`src/rtl/core/spise_pkg.sv`:
```
package spise_pkg;

  localparam int CFG_DATA_W = 16;
  localparam int CFG_IDX_W  = 3;
  localparam int WORD_W     = 16;

  typedef enum logic {
    REQ_START = 1'b0,
    REQ_TICK  = 1'b1
  } req_e;

  typedef enum logic [CFG_IDX_W-1:0] {
    CFG_CPOL         = 3'd0,
    CFG_CPHA         = 3'd1,
    CFG_LSB_FIRST    = 3'd2,
    CFG_HALF_PERIOD  = 3'd3,
    CFG_MISO_PRESENT = 3'd4
  } cfg_idx_e;

  // Word bit addressed by the current position; high byte goes first on wide words.
  function automatic logic [3:0] bit_idx(logic lsb, logic wide, logic [4:0] bits);
    logic [4:0] total;
    logic [4:0] pos;
    logic [2:0] inbyte;
    total = wide ? 5'd16 : 5'd8;
    if (bits > total || bits == 5'd0) begin
      pos = 5'd0;
    end else begin
      pos = total - bits;
    end
    inbyte = lsb ? pos[2:0] : 3'd7 - pos[2:0];
    return (wide && pos < 5'd8) ? {1'b1, inbyte} : {1'b0, inbyte};
  endfunction

endpackage

```
`src/rtl/core/spi_master_shift_engine.sv`:
```
// channel   dir  handshake               payload
// in        in   in_valid_i/in_ready_o   req_type, tx_data, sixteen_bits, miso_level
// out       out  out_valid_o/out_ready_i sck_level, mosi_level, busy_res, done_res, rx_data
// cfg       in   cfg_we_i (no wait)      cfg_idx_i, cfg_data_i
//
// One item per cycle while the output is not stalled: the shift state updates on the
// accepting edge, and on that same edge the result is registered into a single output register.
// in_ready_o is high while the output register is empty or being drained.
// Reset clears the shift state and empties the output register; config takes its reset values.
// A stalled output holds its item and stops intake only for as long as it stalls.
module spi_master_shift_engine #(
  parameter int HALF_PERIOD_BITS = 16
) (
  input  logic                               clk_i,
  input  logic                               rst_ni,
  input  logic                               cfg_we_i,
  input  logic [spise_pkg::CFG_IDX_W-1:0]    cfg_idx_i,
  input  logic [spise_pkg::CFG_DATA_W-1:0]   cfg_data_i,
  input  logic                               in_valid_i,
  output logic                               in_ready_o,
  input  logic                               req_type_i,
  input  logic [spise_pkg::WORD_W-1:0]       tx_data_i,
  input  logic                               sixteen_bits_i,
  input  logic                               miso_level_i,
  output logic                               out_valid_o,
  input  logic                               out_ready_i,
  output logic                               sck_level_o,
  output logic                               mosi_level_o,
  output logic                               busy_res_o,
  output logic                               done_res_o,
  output logic [spise_pkg::WORD_W-1:0]       rx_data_o
);

  // half period register is at most 16 bits, cut further by HALF_PERIOD_BITS
  localparam int HP_W = (HALF_PERIOD_BITS < 16) ? HALF_PERIOD_BITS : 16;

  logic            cpol_q, cpha_q, lsb_q, miso_pres_q;
  logic [HP_W-1:0] hp_q;

  logic [15:0]     tx_q, tx_d;
  logic [15:0]     rx_q, rx_d;
  logic [4:0]      bits_q, bits_d;
  logic [HP_W-1:0] phase_q, phase_d;
  logic            second_q, second_d;
  logic            active_q, active_d;
  logic            wide_q, wide_d;
  logic            sck_q, sck_d;
  logic            mosi_q, mosi_d;

  logic            out_valid_q;
  logic            sck_out_q, mosi_out_q, busy_out_q, done_out_q;
  logic [15:0]     rx_out_q;

  logic            accept;
  logic            done;
  logic [15:0]     rx_res;
  logic [HP_W:0]   len;
  logic [HP_W:0]   ph_inc;
  logic [4:0]      bits_dec;

  assign in_ready_o = !out_valid_q || out_ready_i;
  assign accept     = in_valid_i && in_ready_o;

  always_ff @(posedge clk_i or negedge rst_ni) begin
    if (!rst_ni) begin
      cpol_q      <= 1'b0;
      cpha_q      <= 1'b0;
      lsb_q       <= 1'b0;
      hp_q        <= '0;
      miso_pres_q <= 1'b1;
    end else if (cfg_we_i) begin
      unique case (cfg_idx_i)
        spise_pkg::CFG_CPOL:         cpol_q      <= cfg_data_i[0];
        spise_pkg::CFG_CPHA:         cpha_q      <= cfg_data_i[0];
        spise_pkg::CFG_LSB_FIRST:    lsb_q       <= cfg_data_i[0];
        spise_pkg::CFG_HALF_PERIOD:  hp_q        <= cfg_data_i[HP_W-1:0];
        spise_pkg::CFG_MISO_PRESENT: miso_pres_q <= cfg_data_i[0];
        default: ;
      endcase
    end
  end

  assign len      = (hp_q == '0) ? {{HP_W{1'b0}}, 1'b1} : {1'b0, hp_q};
  assign ph_inc   = {1'b0, phase_q} + {{HP_W{1'b0}}, 1'b1};
  assign bits_dec = bits_q - 5'd1;

  always_comb begin
    tx_d     = tx_q;
    rx_d     = rx_q;
    bits_d   = bits_q;
    phase_d  = phase_q;
    second_d = second_q;
    active_d = active_q;
    wide_d   = wide_q;
    sck_d    = sck_q;
    mosi_d   = mosi_q;
    done     = 1'b0;
    rx_res   = '0;
    if (accept) begin
      if (req_type_i == spise_pkg::REQ_START) begin
        // a start while busy is dropped
        if (!active_q) begin
          wide_d   = sixteen_bits_i;
          tx_d     = sixteen_bits_i ? tx_data_i : {8'h00, tx_data_i[7:0]};
          rx_d     = '0;
          bits_d   = sixteen_bits_i ? 5'd16 : 5'd8;
          active_d = 1'b1;
          mosi_d   = tx_d[spise_pkg::bit_idx(lsb_q, sixteen_bits_i, bits_d)];
          sck_d    = cpha_q ? ~cpol_q : cpol_q;
          second_d = 1'b0;
          phase_d  = '0;
        end
      end else if (active_q) begin
        if (ph_inc >= len) begin
          phase_d = '0;
          if (!second_q) begin
            second_d = 1'b1;
            sck_d    = ~sck_q;
            if (miso_pres_q && miso_level_i) begin
              rx_d[spise_pkg::bit_idx(lsb_q, wide_q, bits_q)] = 1'b1;
            end
          end else if (bits_dec == 5'd0 || bits_dec > 5'd16) begin
            bits_d   = '0;
            active_d = 1'b0;
            second_d = 1'b0;
            sck_d    = cpol_q;
            done     = 1'b1;
            rx_res   = rx_q;
          end else begin
            bits_d   = bits_dec;
            mosi_d   = tx_q[spise_pkg::bit_idx(lsb_q, wide_q, bits_dec)];
            sck_d    = cpha_q ? ~cpol_q : cpol_q;
            second_d = 1'b0;
          end
        end else begin
          phase_d = ph_inc[HP_W-1:0];
        end
      end
    end
  end

  always_ff @(posedge clk_i or negedge rst_ni) begin
    if (!rst_ni) begin
      tx_q     <= '0;
      rx_q     <= '0;
      bits_q   <= '0;
      phase_q  <= '0;
      second_q <= 1'b0;
      active_q <= 1'b0;
      wide_q   <= 1'b0;
      sck_q    <= 1'b0;
      mosi_q   <= 1'b0;
    end else begin
      tx_q     <= tx_d;
      rx_q     <= rx_d;
      bits_q   <= bits_d;
      phase_q  <= phase_d;
      second_q <= second_d;
      active_q <= active_d;
      wide_q   <= wide_d;
      sck_q    <= sck_d;
      mosi_q   <= mosi_d;
    end
  end

  always_ff @(posedge clk_i or negedge rst_ni) begin
    if (!rst_ni) begin
      out_valid_q <= 1'b0;
    end else if (in_ready_o) begin
      out_valid_q <= accept;
    end
  end

  always_ff @(posedge clk_i) begin
    if (accept) begin
      sck_out_q  <= active_d ? sck_d : cpol_q;
      mosi_out_q <= mosi_d;
      busy_out_q <= active_d;
      done_out_q <= done;
      rx_out_q   <= rx_res;
    end
  end

  assign out_valid_o  = out_valid_q;
  assign sck_level_o  = sck_out_q;
  assign mosi_level_o = mosi_out_q;
  assign busy_res_o   = busy_out_q;
  assign done_res_o   = done_out_q;
  assign rx_data_o    = rx_out_q;

endmodule

```
`config.mk`:
```
export PLATFORM = sky130hd
export DESIGN_NAME = spi_master_shift_engine
export DESIGN_NICKNAME = d
export VERILOG_FILES = /design/src/rtl/core/spise_pkg.sv /design/src/rtl/core/spi_master_shift_engine.sv
export SDC_FILE = /design/constraint.sdc
export NUM_CORES = 1
export LEC_CHECK = 0
export BUFFER_PORTS_ARGS = -buffer_cell sky130_fd_sc_hd__buf_2
export CORE_MARGIN = 2
export CORE_UTILIZATION = 40
export CTS_CLUSTER_DIAMETER = 120
export CTS_CLUSTER_SIZE = 8
export DETAILED_ROUTE_END_ITERATION = 10
export PLACE_DENSITY = 0.65
export SYNTH_ARGS = -nofsm -noshare
export SYNTH_HDL_FRONTEND = slang
export SYNTH_SLANG_ARGS = --single-unit
```
`constraint.sdc`:
```
create_clock -name clk_i -period 4.6 [get_ports clk_i]
set_clock_uncertainty 0.15 [all_clocks]
set_input_delay 0.46 -clock clk_i [delete_from_list [all_inputs] [get_ports clk_i]]
set_output_delay 0.46 -clock clk_i [all_outputs]
set_load 0.01 [all_outputs]
```
Word-level counts from Yosys, hierarchy flattened

Cells that the tools add are included.

Bitwise operators: 5
Equal/unequal tests: 10
Order comparisons: 12
Multiplexer cells: 77
$add $sub $neg: 8
Reduce and logical (&&, ||, !) cells: 29

Operator list:

| cell                                                                         | number |
|---|---|
| 16-bit 2-to-1 mux                                                            | 11 |
| 5-bit 2-to-1 mux                                                             | 26 |
| 1-bit 2-to-1 mux                                                             | 31 |
| 16-bit by 1-bit adder with 17-bit output, second input constant              | 1 |
| 17-bit by 16-bit >= comparator with 1-bit output                             | 1 |
| 16-bit zero test                                                             | 1 |
| 16-bit bitwise OR                                                            | 1 |
| 5-bit greater-than comparator                                                | 3 |
| 5-bit zero test                                                              | 3 |
| 4-bit by 5-bit less-than comparator with 1-bit output, second input constant | 3 |
| 5-bit by 4-bit less-than comparator with 1-bit output, second input constant | 3 |
| 5-bit subtractor                                                             | 3 |
| 4-bit 2-to-1 mux                                                             | 3 |
| 2-bit AND reduction                                                          | 5 |
| 5-bit AND reduction                                                          | 2 |
| 3-bit 2-to-1 mux                                                             | 3 |
| 3-bit subtractor, first input constant                                       | 3 |
| 1-bit binary-select mux with 4-bit select                                    | 2 |
| 4-bit AND reduction                                                          | 2 |
| 3-bit by 2-bit == test with 1-bit output, second input constant              | 2 |
| 1-bit logical AND                                                            | 6 |
| 2-bit by 1-bit != test with 1-bit output, second input constant              | 3 |
| 2-bit != test, second input constant                                         | 3 |
| 3-bit AND reduction                                                          | 2 |
| other kinds (11)                                                             | 18 |

Bits in registers: 99

Longest topological paths before layout

Gate-level depths: netlist (run 1).

Depth after elaboration: 23
Gate-level depth with buffers: 17
Gate-level depth less buffers: 15

Least setup slack after synthesis (run 1)

Ideal clock, no wire load.

Path type: flip-flop to flip-flop
Start: reg bits_q[0]
End: reg mosi_out_q, in the netlist mosi_level_o, data pin
Setup slack: 0.772 ns
Arrival: 3.411 ns
Cell stages (with the launch flop): 17
Library setup time: 0.267 ns
Cells stage by stage: dfrtp_1 -> clkbuf_1 -> inv_1 -> ha_1 -> nand2b_1 -> nor2_1 -> xnor2_1 -> inv_1 -> ha_1 -> a21oi_1 -> nor3_2 -> buf_6 -> xnor2_1 -> mux4_2 -> mux2_2 -> mux2i_1 -> o31ai_1

Longest elaborated chain between the ends: 21
Elaborated cells on any way between the ends: 27

RTL lines:

| element                                                                 | RTL line                                        | source |
|---|---|---|
| start: declaration                                                      | spi_master_shift_engine.sv:42                   | `logic [4:0] bits_q, bits_d;` |
| start signal: assignment                                                | spi_master_shift_engine.sv:156                  | `bits_q <= bits_d;` |
| 5-bit by 1-bit subtractor with 5-bit output *                           | spi_master_shift_engine.sv:85                   | `assign bits_dec = bits_q - 5'd1;` |
| 5-bit greater-than comparator / 5-bit zero test (equally long branches) | spise_pkg.sv:26, spi_master_shift_engine.sv:122 |  |
| 1-bit logical OR                                                        | spise_pkg.sv:26                                 | `if (bits > total \|\| bits == 5'd0) begin` |
| 5-bit 2-to-1 mux                                                        | spise_pkg.sv:26                                 |  |
| 5-bit 2-to-1 mux                                                        | spi_master_shift_engine.sv:122                  | `end else if (bits_dec == 5'd0 \|\| bits_dec > 5'd16) begin` |
| 5-bit 2-to-1 mux                                                        | spi_master_shift_engine.sv:116                  | `if (!second_q) begin` |
| 5-bit 2-to-1 mux                                                        | spi_master_shift_engine.sv:114                  | `if (ph_inc >= len) begin` |
| 5-bit 2-to-1 mux                                                        | spi_master_shift_engine.sv:113                  | `end else if (active_q) begin` |
| [6 not listed]                                                          | --                                              |  |
| 1-bit 2-to-1 mux (implied by the code)                                  | spi_master_shift_engine.sv:131                  | `mosi_d = tx_q[spise_pkg::bit_idx(lsb_q, wide_q, bits_dec)];` |
| 1-bit 2-to-1 mux *                                                      | spi_master_shift_engine.sv:122                  |  |
| 1-bit 2-to-1 mux *                                                      | spi_master_shift_engine.sv:116                  |  |
| 1-bit 2-to-1 mux *                                                      | spi_master_shift_engine.sv:114                  |  |
| 1-bit 2-to-1 mux *                                                      | spi_master_shift_engine.sv:113                  |  |
| 1-bit 2-to-1 mux *                                                      | spi_master_shift_engine.sv:100                  | `if (req_type_i == spise_pkg::REQ_START) begin` |
| 1-bit 2-to-1 mux *                                                      | spi_master_shift_engine.sv:99                   | `if (accept) begin` |
| named net mosi_d                                                        | spi_master_shift_engine.sv:48                   | `logic mosi_q, mosi_d;` |
| end signal: assignment                                                  | spi_master_shift_engine.sv:177                  | `mosi_out_q <= mosi_d;` |
| end: declaration                                                        | spi_master_shift_engine.sv:51                   | `logic sck_out_q, mosi_out_q, busy_out_q, done_out_q;` |

The timed path passes the listed nets; every way through them passes the cells marked *. The select of a mux whose other input is x is not followed.
A chain may end at the register's enable or synchronous reset.

Worst setup path after layout (run 1)

Ends and elaborated chain as after synthesis.

==> impl_metrics.toml, run 1 <==
[setup_path]
path_cells = "inv_1 > ha_1 > nand2b_1 > nor2_1 > xnor2_1 > inv_1 > ha_1 > a21oi_1 > nor3_1 > xnor2_1 > mux2i_1 > mux2_2 > mux2i_1 > mux2i_1 > o31ai_1"
arrival_ns = 4.04
startpoint = "bits_q[0]"
critical_path.max_fanout = 15
reg2reg_depth = 15
r2r_slack_ns = 0.57
worstReg2RegStart = "bits_q[0]"
worstReg2RegEnd = "mosi_level_o"
cp.required_ns = 4.60
crit_top_cell = "mux2i_1"
worstSetupPathType = "reg -> reg"
cp-end-kind = "flop"
max_stage_delay_ns = 0.62
endpoint = "mosi_level_o"
cp_slowest_cell = "dfrtp_1"
start_kind = "flop"

[global_routing]
antenna_found_initial = 0
grt_pass1_wl_mm = 18.84
grt_max_degree = 80
grt_remaining_overflow = 0
grtUsageTotal = 0.1633
grt_pass1_vias = 3893

[synthesis]
synth_warnings = 0
synth_ff_type = "dfrtp_1"
synth_edf_count = 20
yosysSeqAreaShare = 0.4743
synth_cell_type_count = 63
synth_top_area_frac = 0.3590
synth.cell_area_mm2 = 0.005436
yosys_register_bits = 99
syn_avg_cell_area_um2 = 10.64
async_flop_share = 0.7980
synth.net_count = 581
synth.area.top_cells = "dfrtp_1, edfxtp_1, mux2_2, ha_1, nand2_1"
synthCells = 511
yosys.area.top_type = "dfrtp_1"

[timing]
post-route-period-util = 0.8769
slew_violations = 0
setup_violations = 0
final.setup.tns_ns = 0
hold_violations = 0
fin_crit_ns = 4.034
rsz0062_at_grt = "no"
relSlewSlack = 0.3288
tightest_slew_ns = 1.007
fmax_mhz = 247.9

[drt]
vias_per_cell = 5.275
drt_iter0_markers = 230
drc_errors = 0
num_vias = 3951
dr.pass1.iters = 4
post_drt_wl_per_cell_um = 14.74
ant_nets = 0
wirelength_mm = 11.04

[die]
fp-row-count = 42
initial_core_util = 0.4105
core-area_mm2 = 0.01324
boundaryPins = 65
die_area_mm2 = 0.01454
chipWidth_um = 120.6
dieHeight_um = 120.6

[final_layout]
final_common_cell = "dfrtp_1"
final_area_mm2 = 0.006240
diodes = 0
final_nets = 638
area_growth_pct = 14.78
drive_above_1_share = 0.2234
mostFrequentLayoutCells = "dfrtp_1, buf_2, nand2_1"

[clocking]
cts_inserted_buffers = 9
cts.sinks = 99
clk_latency_ns = 0.35
clk_pin_slew_ns = 0.07
cts.htree.levels = 3
clockBufferDepth = 2
cts_setup_buffers = 0
cts_resized = 0
cts_tree = "yes"
cts_hold_buf = 0
root_buffer = "clkbuf_16"

[power]
p_leak_nw = 2.903
ir_worst_vdd_v = 0.0002556
p_per_area_mw_per_mm2 = 487.7
power_w = 0.003043

[place]
dpl_cell_area_mm2 = 0.005892
dpl.hpwl_mm = 7.993
port_buffers = 64
globalplace.congestion = 0.8853

[flow_run]
maxCapViolations = 0

[worst_hold_path]
hold_class = "in -> async"

[run_status]
status = "complete, no violations"
worst min path at each step:
| stage | to | start | slack, ns |
|---|---|---|---|
| 4_1_cts | out_valid_o | in_valid_i | 0.15 |
| 3_3_place_gp | rx_q[6] | rx_q[6] | 0.31 |
| 2_1_floorplan | active_q | rst_ni | 0.01 |
| 5_1_grt | out_valid_o | in_valid_i | 0.16 |
| 6_report | hp_q[1] | rst_ni | 0.11 |
| 3_5_place_dp | rx_q[9] | rx_q[9] | 0.32 |
sequential cells by signal, summed over array words and instances, names as in the netlist, 5 cells and up:
signal and count:
hp_q 16, phase_q 16, rx_data_o 16, rx_q 16, tx_q 16, bits_q 5
kinds of logic (layout without fill, tap and decap cells):
kind of cell	Yosys count	after routing	synth area share
and+or+nand+nor	158	158	0.1489
DFF	99	99	0.4743
AOI/OAI and AO/OA	98	98	0.1204
muxes	54	54	0.1121
buffers and inverters	49	111	0.03889
adders and majority gates	27	27	0.06214
xor gates and xnor gates	26	26	0.04327
critical path, delay by kind of cell, from the launching register on:
family | cells | cell delay [ns]
adders and majority gates | 2 | 0.60
and+or+nand+nor | 3 | 0.67
xor gates and xnor gates | 2 | 0.46
buffers and inverters | 2 | 0.23
DFF | 1 | 0.62
muxes | 4 | 0.70
AOI/OAI and AO/OA | 2 | 0.39
metrics by stage:
step | util | cells | worst slack, ns | hold slack [ns]
floorplan | - | 511 | 0.7718 | 0.01441
global placement | 0.4449 | 733 | 0.7873 | 0.3101
detailed placement | 0.4449 | 733 | 0.6531 | 0.3174
CTS | 0.4712 | 749 | 0.5353 | 0.1549
global route | 0.4712 | 749 | 0.1547 | 0.1579
finish | 0.4712 | 749 | 0.5665 | 0.1122
final cells by class:
class                      instances  area, um^2
multi-input combinational        363        2646
tap                              176       220.2
fill                            1276        7003
timing repair buffer              66       337.8
clock inverter                     7       122.6
sequential                        99        2579
inverter                          29       108.9
clock buffer                       9       225.2
Yosys cell counts (all sizes together) (2+ instances only):
library cell / instances
a21o: 6
a21oi: 15
a22o: 12
a22oi: 2
a41o: 2
and2: 19
and3: 8
and4: 3
buf: 11
clkbuf: 9
dfrtp: 78
edfxtp: 20
ha: 27
inv: 28
mux2: 35
mux2i: 17
mux4: 2
nand2: 57
nand2b: 9
nand3: 15
nand3b: 2
nand4: 4
nor2: 16
nor2b: 4
nor3: 9
nor4: 6
o21a: 3
o21ai: 36
o22ai: 3
o2bb2ai: 2
o31ai: 5
or3: 2
or4: 2
xnor2: 16
xor2: 10
per-layer routing:
| layer | global-route usage | vias to the layer above | wire length, um | share of wire |
|---|---|---|---|---|
| li1 | - | 1937 | - | - |
| met1 | 0.2235 | 1930 | 5339 | 0.48 |
| met2 | 0.2571 | 73 | 5162 | 0.47 |
| met3 | 0.03113 | 11 | 357 | 0.032 |
| met4 | 0.06323 | 0 | 182 | 0.016 |
| met5 | 0 | - | 0 | 0 |
power by group:
part	internal [W]	switching (W)
Sequential	0.00100	0.000115
Combinational	0.000466	0.000580
Clock	0.000536	0.000343
Total	0.00201	0.00104
(Power assumes the default switching activity.)
==> run 2: changes to the inputs <==
--- a/config.mk
+++ b/config.mk
@@ -11,7 +11,7 @@
 export CTS_CLUSTER_DIAMETER = 120
 export CTS_CLUSTER_SIZE = 8
 export DETAILED_ROUTE_END_ITERATION = 10
-export PLACE_DENSITY = 0.65
+export PLACE_DENSITY = 0.68
 export SYNTH_ARGS = -nofsm -noshare
 export SYNTH_HDL_FRONTEND = slang
 export SYNTH_SLANG_ARGS = --single-unit
==> constraint.sdc (replaced) <==
create_clock -name clk_i -period 3.4 [get_ports clk_i]
set_clock_uncertainty 0.15 [all_clocks]
set_input_delay 0.34 -clock clk_i [delete_from_list [all_inputs] [get_ports clk_i]]
set_output_delay 0.34 -clock clk_i [all_outputs]
set_load 0.01 [all_outputs]
==> run 2 against run 1 <==
Against the previous run:
- the run now ends with hold timing, setup timing left
- clock-buffer cell count grew 2
- combinational power is 85% higher
- sequential share of layout area fell by 4.9 points
- maximum frequency is 16% higher
- sequential power rose by 34%
- clock power is 26% higher
- power rose by 49%
- worst hold slack worse by 0.14 ns
- first-iteration DRC count up 20%
- global-route usage up 0.23 points
- non-clock buffer count grew 61
- critical endpoint unchanged
- largest cell class unchanged
==> impl_metrics.toml, run 2 (same netlist as run 1, synthesis figures left out) <==
[run_status]
status = "complete, but fails checks"
violations = "hold timing, setup timing"

[setup_path]
reg2reg_depth = 13
worstReg2RegEnd = "mosi_level_o"
worstReg2RegStart = "phase_q[1]"
max_stage_delay_ns = 0.45
start_kind = "flop"
critical_path.max_fanout = 5
crit_top_cell = "nand4_1"
cp.required_ns = 3.36
crit_family = "simple AND/OR/NAND/NOR gates"
cp-end-kind = "flop"
r2r_slack_ns = -0.07
cp_slowest_cell = "or4_4"
arrival_ns = 3.43
path_cells = "buf_4 > and3_4 > and2_4 > and3_1 > xor2_1 > ha_1 > nand4_1 > nor2_2 > nand4_1 > o21a_4 > or4_4 > a31oi_4 > o31ai_2"
startpoint = "phase_q[1]"
worstSetupPathType = "reg -> reg"
path_buf_inv = 1

[final_layout]
diodes = 0
fin_util = 0.5339
nFillCells = 1164
mostFrequentLayoutCells = "dfrtp_1, buf_2, buf_4"
drive_above_1_share = 0.3833
area_growth_pct = 30.06
ff_latch_area_mm2 = 0.002579
final_nets = 699
final_common_cell = "dfrtp_1"
multi_input_area_mm2 = 0.002988

[power]
ir_worst_vdd_v = 0.0003600
pwr-share-clk = 0.243
p_seq_frac = 0.329
p_per_area_mw_per_mm2 = 642.8
p_leak_nw = 3.313
power_frac_comb = 0.428
p_int_w = 0.002974
p_switching_w = 0.001571
p_sw_frac = 0.3457

[clocking]
root_buffer = "clkbuf_16"
clk_latency_ns = 0.35
cts_tree = "yes"
clockBufferDepth = 2
clk_pin_slew_ns = 0.08
cts_inserted_buffers = 9
cts.sinks = 99
cts.htree.levels = 3

[die]
core-area_mm2 = 0.01324
boundaryPins = 65
dieHeight_um = 120.6
fp-row-count = 42
chipWidth_um = 120.6
die_area_mm2 = 0.01454
initial_core_util = 0.4105

[timing]
fmax_mhz = 287.8
slew_violations = 0
relSlewSlack = 0.3384
fin_crit_ns = 3.475
layout_setup_ws_ns = -0.07498
final.setup.tns_ns = -1.540
hold_violations = 14
post-route-period-util = 1.022
holdWs_ns = -0.02633
rsz0062_at_grt = "yes"
setup_violations = 31
tightest_slew_ns = 0.9924

[global_routing]
grt_max_degree = 80
grt_pass1_vias = 3936
grtUsageTotal = 0.1656
antenna_found_initial = 0
grt_remaining_overflow = 0
grt_pass1_wl_mm = 18.98

[drt]
drc_errors = 0
wirelength_mm = 11.93
drt_iter0_markers = 275
ant_nets = 0
num_vias = 4223
post_drt_wl_per_cell_um = 14.72
vias_per_cell = 5.214
dr.pass1.iters = 6

[place]
dpl.hpwl_mm = 8.230
pre_cts_slack_ns = -0.2138
globalplace.congestion = 0.8980
port_buffers = 64

[worst_hold_path]
hold_class = "in -> async"

[flow_run]
maxCapViolations = 0
==> run 2: metal layers <==
| metal | routed length [um] | GRT usage | vias to the layer above | share of wire |
|---|---|---|---|---|
| met5 | 0 | 0 | - | 0 |
| met4 | 220 | 0.06613 | 0 | 0.018 |
| met3 | 516 | 0.02736 | 18 | 0.043 |
| met2 | 5646 | 0.2677 | 107 | 0.47 |
| met1 | 5542 | 0.2225 | 2040 | 0.46 |
| li1 | - | - | 2058 | - |
==> run 2: cell type report <==
type,count,share of cell area
multi-input combinational,363,0.4226
sequential,99,0.3647
timing repair buffer,127,0.1212
clock buffer,11,0.03291
tap,176,0.03114
inverter,29,0.01540
clock inverter,5,0.01203
==> run 2: worst max-delay path by stage <==
stage                         to  depth (start not counted)  slack, ns
CTS                  sck_level_o                         13      -0.05
finish              mosi_level_o                         13      -0.07
global placement     sck_level_o                         14      -0.05
detailed placement   sck_level_o                         14      -0.21
global route        rx_data_o[4]                         15      -0.21
floorplan            sck_level_o                         14      -0.05
==> run 2: timing repair <==
item                       in CTS  in global routing
setup buffers                  10                  7
setup endpoints to repair      41                 56
hold buffers                    0                  0
gates cloned                    0                  1
pin swaps                      17                 22
resized for setup              23                 41
==> run 2: power by group through the flow <==
stage	Clock (W)	Sequential, W	Combinational (W)
2_1_floorplan	0	0.00147	0.00129
3_3_place_gp	0	0.00151	0.00171
3_5_place_dp	0	0.00151	0.00175
4_1_cts	0.00112	0.00149	0.00183
5_1_grt	0.00117	0.00152	0.00214
6_report	0.00111	0.00150	0.00194
==> run 2: per-stage QoR <==
step | hold WS [ns] | instance area [um^2] | power [W] | cells
5_1_grt | 0.06351 | 7071 | 0.004831 | 810
4_1_cts | 0.04781 | 6834 | 0.004448 | 805
3_3_place_gp | 0.3106 | 6339 | 0.003220 | 779
6_report | -0.02633 | 7071 | 0.004545 | 810
3_5_place_dp | 0.3182 | 6339 | 0.003269 | 779
2_1_floorplan | -0.1056 | 5529 | 0.002760 | 511
==> run 3: changes to the inputs <==
--- a/config.mk
+++ b/config.mk
@@ -11,6 +11,7 @@
 export CTS_CLUSTER_DIAMETER = 120
 export CTS_CLUSTER_SIZE = 8
 export DETAILED_ROUTE_END_ITERATION = 10
+export HOLD_SLACK_MARGIN = 0.15
 export PLACE_DENSITY = 0.68
 export SYNTH_ARGS = -nofsm -noshare
 export SYNTH_HDL_FRONTEND = slang
==> run 3 against run 2 <==
Against the previous run:
- the run ends with setup timing left
- combinational power grew 2%
- register-to-register slack lost 0.04 ns
- final cell count grew 4.3%
- die area is the same
- via count grew 3.7%
- maximum frequency shrank 1.2%
- first-iteration DRC count shrank 5.1%
- largest cell class unchanged
- clock power is essentially flat
- clock-buffer cell count is the same
==> impl_metrics.toml, run 3 (same netlist as run 1, synthesis figures left out) <==
[final_layout]
area_growth_pct = 36.50
drive_above_1_share = 0.3632
mostFrequentLayoutCells = "dfrtp_1, buf_2, buf_4"
final_nets = 734
nFillCells = 1126
final_common_cell = "dfrtp_1"
diodes = 0

[drt]
vias_per_cell = 5.183
wirelength_mm = 12.52
post_drt_wl_per_cell_um = 14.81
drc_errors = 0
num_vias = 4380
drt_iter0_markers = 261
ant_nets = 0
dr.pass1.iters = 4

[die]
boundaryPins = 65
initial_core_util = 0.4105
die_area_mm2 = 0.01454
core-area_mm2 = 0.01324
dieHeight_um = 120.6
fp-row-count = 42
chipWidth_um = 120.6

[timing]
rsz0062_at_grt = "yes"
layout_setup_ws_ns = -0.1155
post-route-period-util = 1.034
final.setup.tns_ns = -0.3134
holdWs_ns = 0.1852
slew_violations = 0
fin_crit_ns = 3.515
tightest_slew_ns = 1.001
setup_violations = 13
hold_violations = 0
relSlewSlack = 0.3328
fmax_mhz = 284.5

[power]
p_leak_nw = 3.458
ir_worst_vdd_v = 0.0003611
pwr-share-clk = 0.242
p_int_w = 0.002999
power_frac_comb = 0.431
p_sw_frac = 0.3458
p_per_area_mw_per_mm2 = 617.7
p_seq_frac = 0.327
p_switching_w = 0.001585

[place]
globalplace.congestion = 0.8980
port_buffers = 64
dpl.hpwl_mm = 8.230

[clocking]
cts.sinks = 99
cts_tree = "yes"
root_buffer = "clkbuf_16"
clockBufferDepth = 2
cts.htree.levels = 3
clk_pin_slew_ns = 0.07
cts_inserted_buffers = 9
clk_latency_ns = 0.35

[flow_run]
maxCapViolations = 0

[global_routing]
antenna_found_initial = 0
grt_remaining_overflow = 0
grt_pass1_vias = 4116
grtUsageTotal = 0.1704
grt_pass1_wl_mm = 19.52
grt_max_degree = 80

[worst_hold_path]
hold_class = "in -> reg"
hold_depth = 3

[setup_path]
cp.required_ns = 3.35
start_kind = "flop"
cp-end-kind = "flop"
critical_path.max_fanout = 5
reg2reg_depth = 13
arrival_ns = 3.46
worstSetupPathType = "reg -> reg"

[run_status]
violations = "setup timing"
status = "complete, but fails checks"
## run 3: cell count changes in the layout (fill, tap and decap cells not counted)
cell           delta
dlygate4sd3_1    +35
## run 3: layer usage
layer | GRT usage | up-vias | wire length, um
met5 | 0 | - | 0
met4 | 0.07122 | 0 | 245
met3 | 0.02783 | 19 | 625
met2 | 0.2811 | 117 | 6010
met1 | 0.2228 | 2114 | 5634
li1 | - | 2130 | -
## run 3: through the flow
stage	std cells	utilization	setup slack, ns	instance area, um^2	total power (W)
detailed placement	779	0.4786	-0.2138	6339	0.003269
finish	845	0.5604	-0.1155	7421	0.004584
floorplan	511	-	-0.05133	5529	0.002760
global placement	779	0.4786	-0.05352	6339	0.003220
global route	845	0.5604	-0.1935	7421	0.004862
CTS	840	0.5425	-0.05201	7184	0.004478
## run 3: repair_timing
item                                    CTS  global route
setup buffers                            10             7
cloned                                    0             1
endpoints found under the setup margin   41            56
hold buffers                             35             0
gates resized for setup                  23            41
hold endpoints to repair                115             0
pin swaps                                17            21
## run 3: power groups by stage
stage | clock network (W) | logic [W] | registers, W
finish | 0.00111 | 0.00198 | 0.00150
global route | 0.00117 | 0.00217 | 0.00152
CTS | 0.00112 | 0.00186 | 0.00149
detailed placement | 0 | 0.00175 | 0.00151
global placement | 0 | 0.00171 | 0.00151
floorplan | 0 | 0.00129 | 0.00147
## run 3: final cells by class
| cell class | instances | area [um^2] | share of cell area |
|---|---|---|---|
| clock buffer | 11 | 232.7 | 0.03136 |
| multi-input combinational | 363 | 2988 | 0.4026 |
| inverter | 29 | 108.9 | 0.01467 |
| sequential | 99 | 2579 | 0.3475 |
| clock inverter | 5 | 85.08 | 0.01147 |
| timing repair buffer | 162 | 1207 | 0.1627 |
| tap | 176 | 220.2 | 0.02967 |
## run 3: worst paths after layout
check,from,to,slack [ns]
worst max-delay path,phase_q[0],sck_level_o,-0.12
worst min-delay path,cfg_idx_i[2],miso_pres_q,0.19
worst max register to register,phase_q[0],sck_level_o,-0.12
worst min register to register,tx_q[15],tx_q[15],0.33
max in group asynchronous,rst_ni,rx_q[5],1.90
min in group asynchronous,rst_ni,hp_q[12],0.52
## run 3: worst max-delay path, stage by stage, from the launching register on
cell and delay (ns):
dfrtp_1 0.40, ha_2 0.20, and3_4 0.15, buf_4 0.15, xor2_2 0.15, ha_1 0.32
a21o_1 0.17, a221o_1 0.36, a221oi_2 0.23, o211a_2 0.27, o21a_4 0.18, nor3_4 0.04
o22ai_2 0.17, mux2_4 0.32
